==> src/rtl/multichannel_calibrated_moving_average_core_defines.svh <==
// Assertion macros shared by the moving average core.
`ifndef MULTICHANNEL_CALIBRATED_MOVING_AVERAGE_CORE_DEFINES_SVH
`define MULTICHANNEL_CALIBRATED_MOVING_AVERAGE_CORE_DEFINES_SVH

// Check on every clock edge outside reset.
`define MCMA_ASSERT(lbl, prop, msg) \
   lbl: assert property (@(posedge clock) disable iff (reset) prop) else $error(msg);

// Check on every clock edge, reset included.
`define MCMA_ASSERT_ALWAYS(lbl, prop, msg) \
   lbl: assert property (@(posedge clock) prop) else $error(msg);

`endif

==> src/rtl/mcma_pkg.sv <==
// Shared constants, types and structures of the moving average core.
package mcma_pkg;

   localparam int CHANNELS    = 8;
   localparam int WINDOW      = 8;

   localparam int CH_W        = 3;
   localparam int CODE_W      = 16;
   localparam int CODE_MAX    = 32767;
   localparam int DATA_W      = 32;
   localparam int CAL_W       = 64;
   localparam int NUM_REGS    = 8;
   localparam int REG_IDX_W   = $clog2(NUM_REGS);
   localparam int CSR_INDEX_W = 4;
   localparam int REQ_DATA_W  = 24;
   localparam int RSP_DATA_W  = 72;
   localparam int PROD_W      = 48;

   localparam int CH_IDX_W    = (CHANNELS > 1) ? $clog2(CHANNELS) : 1;
   localparam int SLOT_W      = (WINDOW > 1) ? $clog2(WINDOW) : 1;
   localparam int REM_W       = SLOT_W;
   localparam int FILL_W      = $clog2(WINDOW + 1);
   localparam int DEPTH       = CHANNELS * WINDOW;
   localparam int ADDR_W      = (DEPTH > 1) ? $clog2(DEPTH) : 1;
   localparam int ENTRY_W     = DATA_W + REM_W;

   localparam int RECIP_SHIFT = $clog2(WINDOW);
   localparam int RECIP_W     = DATA_W + 1;
   localparam int RPROD_W     = DATA_W + RECIP_W;
   localparam logic [63:0] RECIP_FULL =
      ((64'd1 << (DATA_W + RECIP_SHIFT)) + 64'(WINDOW) - 64'd1) / 64'(WINDOW);
   localparam logic [RECIP_W-1:0] RECIP_M = RECIP_FULL[RECIP_W-1:0];
   localparam logic [63:0] BIAS_Q_FULL = (64'd1 << (DATA_W - 1)) / 64'(WINDOW);
   localparam logic [63:0] BIAS_R_FULL = (64'd1 << (DATA_W - 1)) % 64'(WINDOW);
   localparam logic [DATA_W-1:0] BIAS_Q = BIAS_Q_FULL[DATA_W-1:0];
   localparam logic [REM_W-1:0]  BIAS_R = BIAS_R_FULL[REM_W-1:0];

   typedef logic [CH_W-1:0]               ch_type;
   typedef logic [CH_IDX_W-1:0]           ch_idx_type;
   typedef logic [SLOT_W-1:0]             slot_type;
   typedef logic [FILL_W-1:0]             fill_type;
   typedef logic [ADDR_W-1:0]             addr_type;
   typedef logic [REM_W-1:0]              rem_type;
   typedef logic signed [DATA_W-1:0]      data_type;
   typedef logic [CSR_INDEX_W-1:0]        csr_index_type;
   typedef logic [CAL_W-1:0]              cal_type;

   typedef struct packed {
      logic          valid;
      csr_index_type index;
      cal_type       data;
   } csr_type;

   typedef struct packed {
      logic       alloc_en;
      ch_idx_type alloc_ch;
      logic       rd_en;
      addr_type   rd_addr;
      logic       commit_en;
   } win_ctrl_type;

   typedef struct packed {
      ch_idx_type ch;
      slot_type   slot;
      addr_type   addr;
      data_type   quot;
      rem_type    rem;
   } entry_type;

endpackage

==> src/rtl/mcma_ram.sv <==
// Generic single write port, single read port RAM with registered read.
module mcma_ram #(
   parameter int WIDTH = 8,
   parameter int DEPTH = 16
) (
   input  logic                                     clock,
   input  logic                                     wr_en,
   input  logic [((DEPTH > 1) ? $clog2(DEPTH) : 1)-1:0] wr_addr,
   input  logic [WIDTH-1:0]                         wr_data,
   input  logic                                     rd_en,
   input  logic [((DEPTH > 1) ? $clog2(DEPTH) : 1)-1:0] rd_addr,
   output logic [WIDTH-1:0]                         rd_data
);

   logic [WIDTH-1:0] mem_ff [DEPTH];
   logic [WIDTH-1:0] rd_data_ff;

   always_ff @(posedge clock) begin
      if (wr_en) begin
         mem_ff[wr_addr] <= wr_data;
      end
      if (rd_en) begin
         rd_data_ff <= mem_ff[rd_addr];
      end
   end

   assign rd_data = rd_data_ff;

endmodule

==> src/rtl/mcma_calib.sv <==
// Calibration register bank with per-channel gain and offset selection.
module mcma_calib (
   input  logic             clock,
   input  logic             reset,
   input  mcma_pkg::csr_type csr,
   input  mcma_pkg::ch_type  gain_sel,
   input  mcma_pkg::ch_type  offset_sel,
   output mcma_pkg::data_type gain,
   output mcma_pkg::data_type offset
);
   import mcma_pkg::*;

   cal_type cal_ff [NUM_REGS];
   logic    wr_hit;

   assign wr_hit = csr.valid && (csr.index < CSR_INDEX_W'(NUM_REGS));

   always_ff @(posedge clock) begin
      if (reset) begin
         for (int i = 0; i < NUM_REGS; i++) begin
            cal_ff[i] <= '0;
         end
      end else if (wr_hit) begin
         cal_ff[csr.index[REG_IDX_W-1:0]] <= csr.data;
      end
   end

   assign gain   = $signed(cal_ff[gain_sel][CAL_W-1:DATA_W]);
   assign offset = $signed(cal_ff[offset_sel][DATA_W-1:0]);

endmodule

==> src/rtl/mcma_recip.sv <==
// Floor division of a calibrated value by the window length via reciprocal product.
module mcma_recip (
   input  mcma_pkg::data_type          value,
   input  logic [mcma_pkg::RPROD_W-1:0] prod,
   output mcma_pkg::data_type          quot,
   output mcma_pkg::rem_type           rem
);
   import mcma_pkg::*;

   logic [DATA_W-1:0]  u;
   logic [RPROD_W-1:0] q_wide;
   logic [DATA_W-1:0]  qu;
   logic [DATA_W-1:0]  back;
   logic [DATA_W-1:0]  ru_full;
   rem_type            ru;
   logic               borrow;
   logic [REM_W:0]     r_sum;
   logic [DATA_W:0]    q_sum;

   always_comb begin
      u       = {~value[DATA_W-1], value[DATA_W-2:0]};
      q_wide  = prod >> (DATA_W + RECIP_SHIFT);
      qu      = q_wide[DATA_W-1:0];
      back    = qu * DATA_W'(WINDOW);
      ru_full = u - back;
      ru      = ru_full[REM_W-1:0];
      borrow  = ru < BIAS_R;
      r_sum   = {1'b0, ru} - {1'b0, BIAS_R} + (borrow ? (REM_W + 1)'(WINDOW) : '0);
      q_sum   = {1'b0, qu} - {1'b0, BIAS_Q} - (DATA_W + 1)'(borrow);
      quot    = $signed(q_sum[DATA_W-1:0]);
      rem     = r_sum[REM_W-1:0];
   end

endmodule

==> src/rtl/mcma_window.sv <==
// Per-channel window store, running quotient and remainder, and mean output.
`include "multichannel_calibrated_moving_average_core_defines.svh"
module mcma_window (
   input  logic                   clock,
   input  logic                   reset,
   input  mcma_pkg::win_ctrl_type ctrl,
   input  mcma_pkg::entry_type    cur,
   output mcma_pkg::slot_type     alloc_slot,
   output mcma_pkg::data_type     mean
);
   import mcma_pkg::*;

   slot_type  slot_ff  [CHANNELS];
   fill_type  fill_ff  [CHANNELS];
   data_type  quot_ff  [CHANNELS];
   rem_type   rem_ff   [CHANNELS];
   logic      fwd_ff;
   logic [ENTRY_W-1:0] fwd_data_ff;

   slot_type  slot_in;
   fill_type  fill_in;
   logic      fwd_in;
   logic [ENTRY_W-1:0] wr_data;
   logic [ENTRY_W-1:0] rd_data;
   logic [ENTRY_W-1:0] old_entry;
   logic      old_valid;
   data_type  old_quot;
   rem_type   old_rem;
   logic signed [DATA_W+1:0] sum_q;
   logic signed [DATA_W+1:0] norm_q;
   logic signed [REM_W+1:0]  sum_r;
   logic signed [REM_W+1:0]  norm_r;
   data_type  quot_new;
   rem_type   rem_new;

   localparam logic signed [REM_W+1:0] WIN_S = (REM_W + 2)'(WINDOW);

   assign alloc_slot = slot_ff[ctrl.alloc_ch];
   assign slot_in    = (alloc_slot == SLOT_W'(WINDOW - 1)) ? '0 : alloc_slot + 1'b1;
   assign fill_in    = (fill_ff[cur.ch] == FILL_W'(WINDOW)) ? fill_ff[cur.ch]
                                                            : fill_ff[cur.ch] + 1'b1;
   assign wr_data    = {cur.quot, cur.rem};
   assign fwd_in     = ctrl.commit_en && (ctrl.rd_addr == cur.addr);

   mcma_ram #(
      .WIDTH (ENTRY_W),
      .DEPTH (DEPTH)
   ) u_store (
      .clock   (clock),
      .wr_en   (ctrl.commit_en),
      .wr_addr (cur.addr),
      .wr_data (wr_data),
      .rd_en   (ctrl.rd_en),
      .rd_addr (ctrl.rd_addr),
      .rd_data (rd_data)
   );

   always_comb begin
      old_entry = fwd_ff ? fwd_data_ff : rd_data;
      old_valid = FILL_W'(cur.slot) < fill_ff[cur.ch];
      old_quot  = old_valid ? $signed(old_entry[ENTRY_W-1:REM_W]) : '0;
      old_rem   = old_valid ? old_entry[REM_W-1:0] : '0;
      sum_q     = (DATA_W + 2)'(quot_ff[cur.ch]) - (DATA_W + 2)'(old_quot)
                + (DATA_W + 2)'(cur.quot);
      sum_r     = $signed({2'b00, rem_ff[cur.ch]}) - $signed({2'b00, old_rem})
                + $signed({2'b00, cur.rem});
      priority if (sum_r < 0) begin
         norm_r = sum_r + WIN_S;
         norm_q = sum_q - 1;
      end else if (sum_r >= WIN_S) begin
         norm_r = sum_r - WIN_S;
         norm_q = sum_q + 1;
      end else begin
         norm_r = sum_r;
         norm_q = sum_q;
      end
      quot_new = $signed(norm_q[DATA_W-1:0]);
      rem_new  = norm_r[REM_W-1:0];
      mean     = quot_new + DATA_W'(quot_new[DATA_W-1] && (rem_new != '0));
   end

   always_ff @(posedge clock) begin
      if (reset) begin
         for (int i = 0; i < CHANNELS; i++) begin
            slot_ff[i] <= '0;
            fill_ff[i] <= '0;
            quot_ff[i] <= '0;
            rem_ff[i]  <= '0;
         end
         fwd_ff <= 1'b0;
      end else begin
         if (ctrl.alloc_en) begin
            slot_ff[ctrl.alloc_ch] <= slot_in;
         end
         if (ctrl.commit_en) begin
            fill_ff[cur.ch] <= fill_in;
            quot_ff[cur.ch] <= quot_new;
            rem_ff[cur.ch]  <= rem_new;
         end
         if (ctrl.rd_en) begin
            fwd_ff <= fwd_in;
         end
      end
   end

   always_ff @(posedge clock) begin
      if (ctrl.rd_en) begin
         fwd_data_ff <= wr_data;
      end
   end

   `MCMA_ASSERT(a_rem_in_range, ctrl.commit_en |-> ({1'b0, rem_new} < (REM_W + 1)'(WINDOW)), "remainder out of range")
   `MCMA_ASSERT(a_fwd_after_commit, $rose(fwd_ff) |-> $past(ctrl.commit_en && ctrl.rd_en), "forward without write")

endmodule

==> src/rtl/multichannel_calibrated_moving_average_core.sv <==
// Top level of the per-channel calibrated moving average core.
// Accepts one request per clock cycle, back to back, on any mix of channels, as long as results
// are taken on the result side; each request with a channel below CHANNELS gives one result through
// four register stages (multiply, saturate and reciprocal product, window division, window update),
// and a request for a higher channel is dropped.
// The rate is set by the window RAM, which takes one read and one write per cycle; a
// back-to-back hit on the entry just written is forwarded. Each channel keeps its window sum
// as a quotient and remainder by WINDOW, so the mean, rounded toward zero, is ready with the
// new value. Window entries not yet written since reset are tracked by a per-channel fill
// count and read as zero; no clearing pass runs.
// Calibration writes are taken at any time but only while the core is idle take clean effect.
`include "multichannel_calibrated_moving_average_core_defines.svh"
module multichannel_calibrated_moving_average_core (
   input  logic                              clock,
   input  logic                              reset,
   input  logic                              req_tvalid,
   output logic                              req_tready,
   input  logic [mcma_pkg::REQ_DATA_W-1:0]   req_tdata,  // channel, raw_code
   output logic                              rsp_tvalid,
   input  logic                              rsp_tready,
   output logic [mcma_pkg::RSP_DATA_W-1:0]   rsp_tdata,  // out_channel, pressure, mean_pressure
   input  logic                              csr_valid,
   output logic                              csr_ready,
   input  mcma_pkg::csr_index_type           csr_index,
   input  mcma_pkg::cal_type                 csr_data
);
   import mcma_pkg::*;

   localparam logic [CH_W:0] CH_LIMIT = (CH_W + 1)'(CHANNELS);

   ch_type                 req_ch;
   logic [CODE_W-1:0]      req_raw;
   logic [CODE_W-2:0]      code_eff;
   logic                   ch_ok;
   logic                   accept;
   csr_type                csr;
   data_type               gain;
   data_type               offset;
   win_ctrl_type           win_ctrl;
   entry_type              cur;
   slot_type               alloc_slot;
   data_type               mean;

   logic                   p1_valid_ff, p2_valid_ff, p3_valid_ff, rsp_valid_ff;
   ch_type                 p1_ch_ff, p2_ch_ff, p3_ch_ff;
   slot_type               p1_slot_ff, p2_slot_ff, p3_slot_ff;
   addr_type               p1_addr_ff, p2_addr_ff, p3_addr_ff;
   logic signed [PROD_W-1:0] p1_prod_ff;
   logic signed [PROD_W-1:0] p1_prod_in;
   data_type               p2_value_ff, p3_value_ff;
   data_type               p2_value_in;
   logic [RPROD_W-1:0]     p2_prod_ff;
   logic [RPROD_W-1:0]     p2_prod_in;
   data_type               p3_quot_ff;
   data_type               p3_quot_in;
   rem_type                p3_rem_ff;
   rem_type                p3_rem_in;
   addr_type               p1_addr_in;
   logic [RSP_DATA_W-1:0]  rsp_data_ff;
   logic [RSP_DATA_W-1:0]  rsp_data_in;
   logic signed [PROD_W:0] cal_sum;
   logic                   cal_ovf;
   logic [DATA_W-1:0]      p2_u;

   logic                   out_free, p3_free, p2_free, p1_free;
   logic                   adv1, adv2, adv3;
   logic                   pipe_busy;

   assign req_ch   = req_tdata[CH_W-1:0];
   assign req_raw  = req_tdata[CH_W+CODE_W-1:CH_W];
   assign code_eff = (req_raw > CODE_W'(CODE_MAX)) ? '0 : req_raw[CODE_W-2:0];
   assign ch_ok    = {1'b0, req_ch} < CH_LIMIT;

   assign out_free   = !rsp_valid_ff || rsp_tready;
   assign p3_free    = !p3_valid_ff || out_free;
   assign p2_free    = !p2_valid_ff || p3_free;
   assign p1_free    = !p1_valid_ff || p2_free;
   assign adv3       = p3_valid_ff && out_free;
   assign adv2       = p2_valid_ff && p3_free;
   assign adv1       = p1_valid_ff && p2_free;
   assign req_tready = p1_free;
   assign accept     = req_tvalid && req_tready;
   assign csr_ready  = 1'b1;
   assign pipe_busy  = p1_valid_ff || p2_valid_ff || p3_valid_ff || rsp_valid_ff;

   assign csr.valid = csr_valid;
   assign csr.index = csr_index;
   assign csr.data  = csr_data;

   mcma_calib u_calib (
      .clock      (clock),
      .reset      (reset),
      .csr        (csr),
      .gain_sel   (req_ch),
      .offset_sel (p1_ch_ff),
      .gain       (gain),
      .offset     (offset)
   );

   assign win_ctrl.alloc_en  = accept && ch_ok;
   assign win_ctrl.alloc_ch  = req_ch[CH_IDX_W-1:0];
   assign win_ctrl.rd_en     = adv2;
   assign win_ctrl.rd_addr   = p2_addr_ff;
   assign win_ctrl.commit_en = adv3;

   assign cur.ch   = p3_ch_ff[CH_IDX_W-1:0];
   assign cur.slot = p3_slot_ff;
   assign cur.addr = p3_addr_ff;
   assign cur.quot = p3_quot_ff;
   assign cur.rem  = p3_rem_ff;

   mcma_window u_window (
      .clock      (clock),
      .reset      (reset),
      .ctrl       (win_ctrl),
      .cur        (cur),
      .alloc_slot (alloc_slot),
      .mean       (mean)
   );

   mcma_recip u_recip (
      .value (p2_value_ff),
      .prod  (p2_prod_ff),
      .quot  (p3_quot_in),
      .rem   (p3_rem_in)
   );

   always_comb begin
      p1_prod_in  = $signed({1'b0, code_eff}) * gain;
      p1_addr_in  = ADDR_W'(req_ch[CH_IDX_W-1:0]) * ADDR_W'(WINDOW) + ADDR_W'(alloc_slot);
      cal_sum     = (PROD_W + 1)'(p1_prod_ff) + (PROD_W + 1)'(offset);
      cal_ovf     = cal_sum[PROD_W:DATA_W-1] != {(PROD_W - DATA_W + 2){cal_sum[PROD_W]}};
      if (cal_ovf) begin
         p2_value_in = cal_sum[PROD_W] ? {1'b1, {(DATA_W - 1){1'b0}}}
                                       : {1'b0, {(DATA_W - 1){1'b1}}};
      end else begin
         p2_value_in = $signed(cal_sum[DATA_W-1:0]);
      end
      p2_u        = {~p2_value_in[DATA_W-1], p2_value_in[DATA_W-2:0]};
      p2_prod_in  = p2_u * RECIP_M;
      rsp_data_in = {(RSP_DATA_W - CH_W - 2 * DATA_W)'(0), mean, p3_value_ff, p3_ch_ff};
   end

   always_ff @(posedge clock) begin
      if (reset) begin
         p1_valid_ff  <= 1'b0;
         p2_valid_ff  <= 1'b0;
         p3_valid_ff  <= 1'b0;
         rsp_valid_ff <= 1'b0;
      end else begin
         if (p1_free) begin
            p1_valid_ff <= accept && ch_ok;
         end
         if (p2_free) begin
            p2_valid_ff <= adv1;
         end
         if (p3_free) begin
            p3_valid_ff <= adv2;
         end
         if (out_free) begin
            rsp_valid_ff <= adv3;
         end
      end
   end

   always_ff @(posedge clock) begin
      if (accept) begin
         p1_ch_ff   <= req_ch;
         p1_slot_ff <= alloc_slot;
         p1_addr_ff <= p1_addr_in;
         p1_prod_ff <= p1_prod_in;
      end
      if (adv1) begin
         p2_ch_ff    <= p1_ch_ff;
         p2_slot_ff  <= p1_slot_ff;
         p2_addr_ff  <= p1_addr_ff;
         p2_value_ff <= p2_value_in;
         p2_prod_ff  <= p2_prod_in;
      end
      if (adv2) begin
         p3_ch_ff    <= p2_ch_ff;
         p3_slot_ff  <= p2_slot_ff;
         p3_addr_ff  <= p2_addr_ff;
         p3_value_ff <= p2_value_ff;
         p3_quot_ff  <= p3_quot_in;
         p3_rem_ff   <= p3_rem_in;
      end
      if (adv3) begin
         rsp_data_ff <= rsp_data_in;
      end
   end

   assign rsp_tvalid = rsp_valid_ff;
   assign rsp_tdata  = rsp_data_ff;

   `MCMA_ASSERT(a_accept_loads_p1, (accept && ch_ok) |=> p1_valid_ff, "accepted request lost")
   `MCMA_ASSERT(a_rsp_from_p3, $rose(rsp_valid_ff) |-> $past(p3_valid_ff), "result without source")
   `MCMA_ASSERT_ALWAYS(a_reset_empty, reset |=> !pipe_busy, "pipeline not empty after reset")

endmodule
==> config.mk <==
export PLATFORM = sky130hd
export DESIGN_NAME = multichannel_calibrated_moving_average_core
export DESIGN_NICKNAME = d
export VERILOG_FILES = /design/src/rtl/mcma_pkg.sv /design/src/rtl/mcma_ram.sv /design/src/rtl/mcma_calib.sv /design/src/rtl/mcma_recip.sv /design/src/rtl/mcma_window.sv /design/src/rtl/multichannel_calibrated_moving_average_core.sv
export VERILOG_INCLUDE_DIRS = /design/src /design/src/rtl
export SDC_FILE = /design/constraint.sdc
export NUM_CORES = 2
export LEC_CHECK = 0
export BUFFER_PORTS_ARGS = -buffer_cell sky130_fd_sc_hd__buf_2
export CORE_MARGIN = 5
export CORE_UTILIZATION = 45
export CTS_CLUSTER_DIAMETER = 150
export DETAILED_ROUTE_END_ITERATION = 10
export GPL_ROUTABILITY_DRIVEN = 0
export GPL_TIMING_DRIVEN = 0
export PLACE_DENSITY = 0.64
export SLEW_MARGIN = 30
export SYNTH_ARGS = -nofsm -noshare
export SYNTH_HDL_FRONTEND = slang
export SYNTH_SLANG_ARGS = --single-unit
==> constraint.sdc <==
create_clock -name clock -period 26.8 [get_ports clock]
set_input_delay 5.36 -clock clock [delete_from_list [all_inputs] [get_ports clock]]
set_output_delay 5.36 -clock clock [all_outputs]
set_load 0.01 [all_outputs]
### After elaboration in Yosys (flattened, before gate mapping)

Memories as Yosys holds them, arrays and structs flattened. A register that Yosys moved wholly into a read port is not among the register bits.
Cells that the tools add are included.

| operators by class | value |
|---|---|
| bitwise operators | 1 |
| div/mod/pow operators | 0 |
| shifts and indexed selects | 0 |
| order comparisons | 6 |
| mux-type cells | 43 |
| $add $sub $neg | 17 |
| equal/unequal tests | 4 |
| multiply operators | 1 |
| reduce and logical (&&, ||, !) cells | 21 |

Operators by type and width:

| cell | count |
|---|---|
| 2-to-1 mux 32 bit | 6 |
| 2-to-1 mux 64 bit | 1 |
| OR reduction 64 bit | 1 |
| adder 48 x 32 -> 49 bit | 1 |
| multiplier 16 x 32 -> 48 bit | 1 |
| 2-to-1 mux 3 bit | 15 |
| 2-to-1 mux 35 bit | 1 |
| adder 32 x 1 -> 32 bit | 1 |
| adder 32 x 2 -> 32 bit (second input constant) | 1 |
| adder 32 x 31 -> 32 bit | 1 |
| OR reduction 32 bit | 1 |
| subtractor 32 x 2 -> 32 bit (second input constant) | 1 |
| subtractor 32 bit | 1 |
| subtractor 30 x 2 -> 31 bit | 1 |
| subtractor 29 x 29 -> 30 bit (second input constant) | 1 |
| 2-to-1 mux 1 bit | 17 |
| != test 17 bit | 1 |
| greater-than comparator 16 x 15 -> 1 bit (second input constant) | 1 |
| 2-to-1 mux 15 bit | 1 |
| 2-to-1 mux 4 bit | 2 |
| logical AND 1 bit | 7 |
| adder 3 x 1 -> 3 bit (second input constant) | 2 |
| adder 6 x 3 -> 6 bit | 1 |
| == test 6 bit | 1 |
| other kinds (18) | 26 |

| word-level totals | value |
|---|---|
| ROM bits | 0 |
| bits in writable memories | 3088 |
| bits in latches | 0 |
| word-level logic and storage cells | 121 |
| input bits | 97 |
| output and inout port bits | 75 |
| memories | 6 |
| flip-flop bits (word level) | 320 |

Memory list:

| name | words | bits a word | read ports | clocked after Yosys merged registers in | wr ports | RTL line | text |
|---|---|---|---|---|---|---|---|
| u_window.u_store.mem_ff | 64 | 35 | 1 | 1 | 1 | mcma_ram.sv:15 | `logic [WIDTH-1:0] mem_ff [DEPTH];` |
| u_calib.cal_ff | 8 | 64 | 2 | 1 | 8 | mcma_calib.sv:13 | `cal_type cal_ff [NUM_REGS];` |
| u_window.quot_ff | 8 | 32 | 1 | 1 | 8 | mcma_window.sv:15 | `data_type quot_ff [CHANNELS];` |
| u_window.fill_ff | 8 | 4 | 1 | 1 | 8 | mcma_window.sv:14 | `fill_type fill_ff [CHANNELS];` |
| u_window.rem_ff | 8 | 3 | 1 | 1 | 8 | mcma_window.sv:16 | `rem_type rem_ff [CHANNELS];` |
| u_window.slot_ff | 8 | 3 | 1 | 0 | 8 | mcma_window.sv:13 | `slot_type slot_ff [CHANNELS];` |

### Logic depth before layout (Yosys ltp)

| logic depth | value |
|---|---|
| word-level depth | 11 |
| gate-level depth with buffers | 36 |
| mapped depth without buffers | 33 |

### Modules after synthesis

Synthesis repeated with hierarchy kept, for this count alone.

| second synthesis, totals | value |
|---|---|
| cells, all modules | 9885 |
| area, all modules | 158754.8 sq um |

By module, submodules not included:

| module | sequential area each (sq um) | times used | cells an instance | area each (sq um) |
|---|---|---|---|---|
| mcma_ram | 68315.5 | 1 | 3835 | 86518.0 |
| multichannel_calibrated_moving_average_core | 7076.8 | 1 | 2662 | 27567.7 |
| mcma_calib | 15374.7 | 1 | 1445 | 23643.9 |
| mcma_window | 11160.7 | 1 | 1907 | 20761.2 |
| mcma_recip | 0.0 | 1 | 36 | 264.0 |

### Worst setup path before layout

OpenSTA, ideal clock, no wires.

| timing | value |
|---|---|
| path kind | input -> register |
| from | in req_tdata[2] in the netlist's numbering |
| to | reg p1_prod_ff[46], data pin |
| library setup time | 265 ps |
| arrival time | 12843 ps |
| slack | 13692 ps |
| cell stages on the path | 30 |
| required time | 26535 ps |
| path buffers | 2 |
| cells stage by stage | clkbuf_1 nand3b_1 clkbuf_1 o22ai_1 nor4_1 nand2_1 fa_1 inv_1 fa_1 inv_1 fa_1 inv_1 fa_1 inv_1 fa_1 inv_1 fa_1 ha_1 a211oi_1 nand2_1 nor3_1 o21a_1 o31ai_1 a21oi_1 o2111ai_1 a21oi_1 o21ai_0 a221oi_1 o21ai_0 xor2_1 |

| between the ends | value |
|---|---|
| cells in the longest elaborated chain, start to end | 2 |

Ends and longest elaborated chain:

| element | RTL line | text |
|---|---|---|
| start, declared | multichannel_calibrated_moving_average_core.sv:18 | `input logic [mcma_pkg::REQ_DATA_W-1:0] req_tdata,` |
| memory read (8 x 64 bit) | - |  |
| multiplier 16 x 32 -> 48 bit | multichannel_calibrated_moving_average_core.sv:129 | `p1_prod_in = $signed({1'b0, code_eff}) * gain;` |
| named net p1_prod_in[46] | multichannel_calibrated_moving_average_core.sv:49 | `logic signed [PROD_W-1:0] p1_prod_in;` |
| end signal, assigned | multichannel_calibrated_moving_average_core.sv:171 | `p1_prod_ff <= p1_prod_in;` |
| end, declared | multichannel_calibrated_moving_average_core.sv:48 | `logic signed [PROD_W-1:0] p1_prod_ff;` |

The timed path passes the listed nets, and every way through them passes these cells.
A chain may end at the register's enable or synchronous reset.

### Worst setup path in the final report

| timing | value |
|---|---|
| from | in req_tdata[1] in the netlist's numbering |
| to | reg p1_prod_ff[47], data pin |

Same word-level chain as after synthesis.

==> impl_results.md <==
* Global-route wire length before repair at a little over 600 mm
* Share of layout cells above drive strength 1 at 21.1%
* TritonCTS clock tree: done
* Sequential power share at 38.9%
* Sink Count at roughly 3200
* Max-cap violations at 0
* Maximum vdd drop at about 170 uV
* Critical Path Start Type: input port
* Crit path top cell by count: fa_1
* Minimum clock period after layout at approximately 14 ns
* Post CTS Setup Buffer Count at 0
* Largest net degree at the start of global routing at a little over 70
* RR Endpoint: rsp_tdata[66]
* Power per Cell Area at 87.5 nW/um2
* Initial core utilization at a little under half
* Final Slew Violations at 0
* Crit-path slowest cell: nor4_2
* Yosys warns at 0
* Gate power share at about a third
* Post-DRT Antenna Nets at 0
* Register bit total from synthesis at ~3200
* Hold bufs inserted after CTS at 0
* R2R cell count at 33
* EDFF count, synth at between 3000 and 4000
* RSZ-0062 raised after global routing: false
* Critical path peak fanout at 10
* Syn-to-layout area delta at 15.8%
* Number of top-level pins at 172
* Die span in y at 583 um
* Clock group share of total power at 28.9%
* Commonest non-fill, non-tap cell in the layout: edfxtp_1
* Slowest stage delay, CP at 0.80 ns
* Number of distinct library cells after synthesis at a little under 100
* Core Area at 327000 um2
* Fill count at 25967
* Max_slew headroom at between 20% and 30%
* Rows at 210
* Mapped Area at between 100000 and 150000 um2
* Crit path capture type: register
* Mapped Cells at approximately 9000
* HPWL Detailed at 309 mm
* Vias in the first global route at between 80000 and 90000
* Outcome: completed
* Most frequent cells in the layout: edfxtp_1, mux4_2, nor2_1
* Cell-internal power at 0.00999 W
* Tightest Hold Check Type: reg2reg
* Skew final at around 0.11 ns
* Vias per cell at 5.94
* LEAKAGE at roughly 59 nW
* Kind of critical path: in2reg
* Cts repair resizes at 0
* Top cells by area, synth: edfxtp_1, mux4_2, fa_1
* GRT Residual Overflow at 0
* Clock Latency Late Sink at 0.96 ns
* Number of buffers created by CTS at 327
* Port buffer count at between 150 and 200
* Initial DRC Count at ~11000
* Switching Fraction at 33.2%
* Post-Place Worst Slack at 11.66 ns
* WP data required at roughly 27 ns
* Area leader, netlist: edfxtp_1
* Worst Tran Pin Value at 1.07 ns
* DR vias at between 80000 and 90000
* Net load switching power at a little under 0.005 W
* H-tree depth at 5
* Die outline area at around 340000 um2
* Clock tree root driver cell: clkbuf_16
* Clock Tree Buf Depth at 4
* Final TNS setup at 0 ns
* Yosys top cell area share at between 60 and 70%
* Routed WL at about 420 mm
* Hold Vio Cnt, Final at 0
* Period utilisation layout at between 50% and 60%
* Nets at 10420
* Register-to-register setup slack at about 15 ns
* Detailed Routing Iterations Pass 1 at 5
* DR WL/cell at a little under 30 um
* # DRC at 0
* Die W at 583 um
* Final setup vio count at 0
* Tot Pwr at 0.0150 W
* Setup ws final at approximately 12 ns
* Hold wc startpoint: p2_value_ff[7]
* Synth Flop Type: edfxtp_1
* Worst hold path depth at 0
* Syn_area_per_cell at around 17 um2
* Clk slew on worst S/H paths at 0.06 ns
* Hold Path Sink: p3_value_ff[7]
* Initial antenna violation count at just under 50
* Max Clock Freq at approximately 69 MHz
* Asr flop ratio synth at 0%
* Worst Path Arrival at between 15 and 20 ns
* Sequential share of the synthesized area at about 64%
* Total GRT Usage at between 20% and 30%
* Finished Core Util at between 50% and 60%
per-stage QoR:
step,hold slack [ns],area (um2),instances
after global routing,0.429,171000,14228
after detailed placement,0.405,161000,13635
final,0.418,171000,14244
after global placement,0.401,154000,13301
after floorplan,0.400,148000,8795
after CTS,0.419,171000,14221
power groups by stage:
stage	Sequential, W	Clock [W]	Combinational [W]
global placement	0.00597	0	0.00460
finish	0.00581	0.00432	0.00482
CTS	0.00581	0.00437	0.00480
detailed placement	0.00592	0	0.00476
floorplan	0.00591	0	0.00326
global route	0.00582	0.00457	0.00526
synthesized netlist by cell type, types with 32 or more instances:
cell	number
nand2_1	400
mux2_2	52
o21ai_0	75
inv_1	586
xor2_1	67
nand4_1	48
and2_1	529
nor4_1	42
edfxtp_1	3159
mux2i_1	109
ha_1	212
nand2b_1	45
nor2_1	715
or4_1	33
buf_1	93
o21bai_1	32
nor3_1	42
mux4_2	808
xnor2_1	111
a21oi_1	142
o22ai_1	116
clkbuf_1	376
nand3_1	50
fa_1	488
a21o_1	69
nor2b_1	50
layout make-up:
type / count / area [um2] / area share [%]
diodes: 18 / 45.0 / 0.0264
plain buffers: 477 / 1940 / 1.14
clock buffers: 401 / 8610 / 5.04
clock inverters: 185 / 1410 / 0.824
inverters: 590 / 2230 / 1.31
multi-input cells: 4558 / 49300 / 28.8
flip-flops and latches: 3170 / 95100 / 55.7
well taps: 4346 / 5440 / 3.18
repair buffers: 499 / 6790 / 3.97
worst max-delay path, delay by kind of cell:
family	cells	cell delay, ns
AND/OR/NAND/NOR	5	1.34
adder cells (fa/ha/maj)	7	3.12
AO/OA/AOI/OAI	11	3.25
buffers and inverters	7	1.86
XOR/XNOR	1	0.14
cells by family (layout without fill, tap and decap cells):
family | after synthesis | after routing | share of synthesized area [%]
AOI/OAI and AO/OA | 632 | 632 | 2.89
xor gates and xnor gates | 181 | 181 | 1.09
adders and majority gates | 700 | 700 | 8.42
buffers and inverters | 1067 | 2152 | 2.73
DFF | 3170 | 3170 | 64.5
muxes | 969 | 969 | 13.5
other | 2 | 24 | 0.00509
and+or+nand+nor | 2070 | 2070 | 6.94
how the worst max path moves through the flow:
| stage | startpoint | endpoint | slack, ns |
|---|---|---|---|
| finish | req_tdata[1] | p1_prod_ff[47] | 12.33 |
| global route | req_tdata[1] | p1_prod_ff[47] | 11.97 |
| CTS | req_tdata[1] | p1_prod_ff[47] | 12.55 |
| detailed placement | req_tdata[1] | p1_prod_ff[47] | 11.66 |
| global placement | req_tdata[1] | p1_prod_ff[46] | 10.51 |
| floorplan | req_tdata[2] | p1_prod_ff[46] | 13.69 |
state kept, by name, summed over array words and instances, names as in the netlist, 2 cells and up, named ones only:
signal                    cells
u_window.u_store.mem_ff    2048
u_calib.cal_ff              512
u_window.quot_ff            256
rsp_tdata                    67
p1_prod_ff                   48
p2_value_ff                  32
p3_value_ff                  32
u_window.fill_ff             32
u_window.fwd_data_ff         32
u_window.u_store.rd_data     32
u_window.rem_ff              24
u_window.slot_ff             24
p1_ch_ff                      3
p2_ch_ff                      3
p3_ch_ff                      3
p1_slot_ff                    2
p2_slot_ff                    2
p3_slot_ff                    2
layer usage:
layer  vias to the layer above  track usage, %  wire length [um]
li1                      34923               -                 -
met3                       870            5.48             42500
met4                        30            9.40             18900
met2                      4626            39.6            201000
met5                         -               0               206
met1                     44144            33.3            162000
Power figures use the tool's default switching activity.
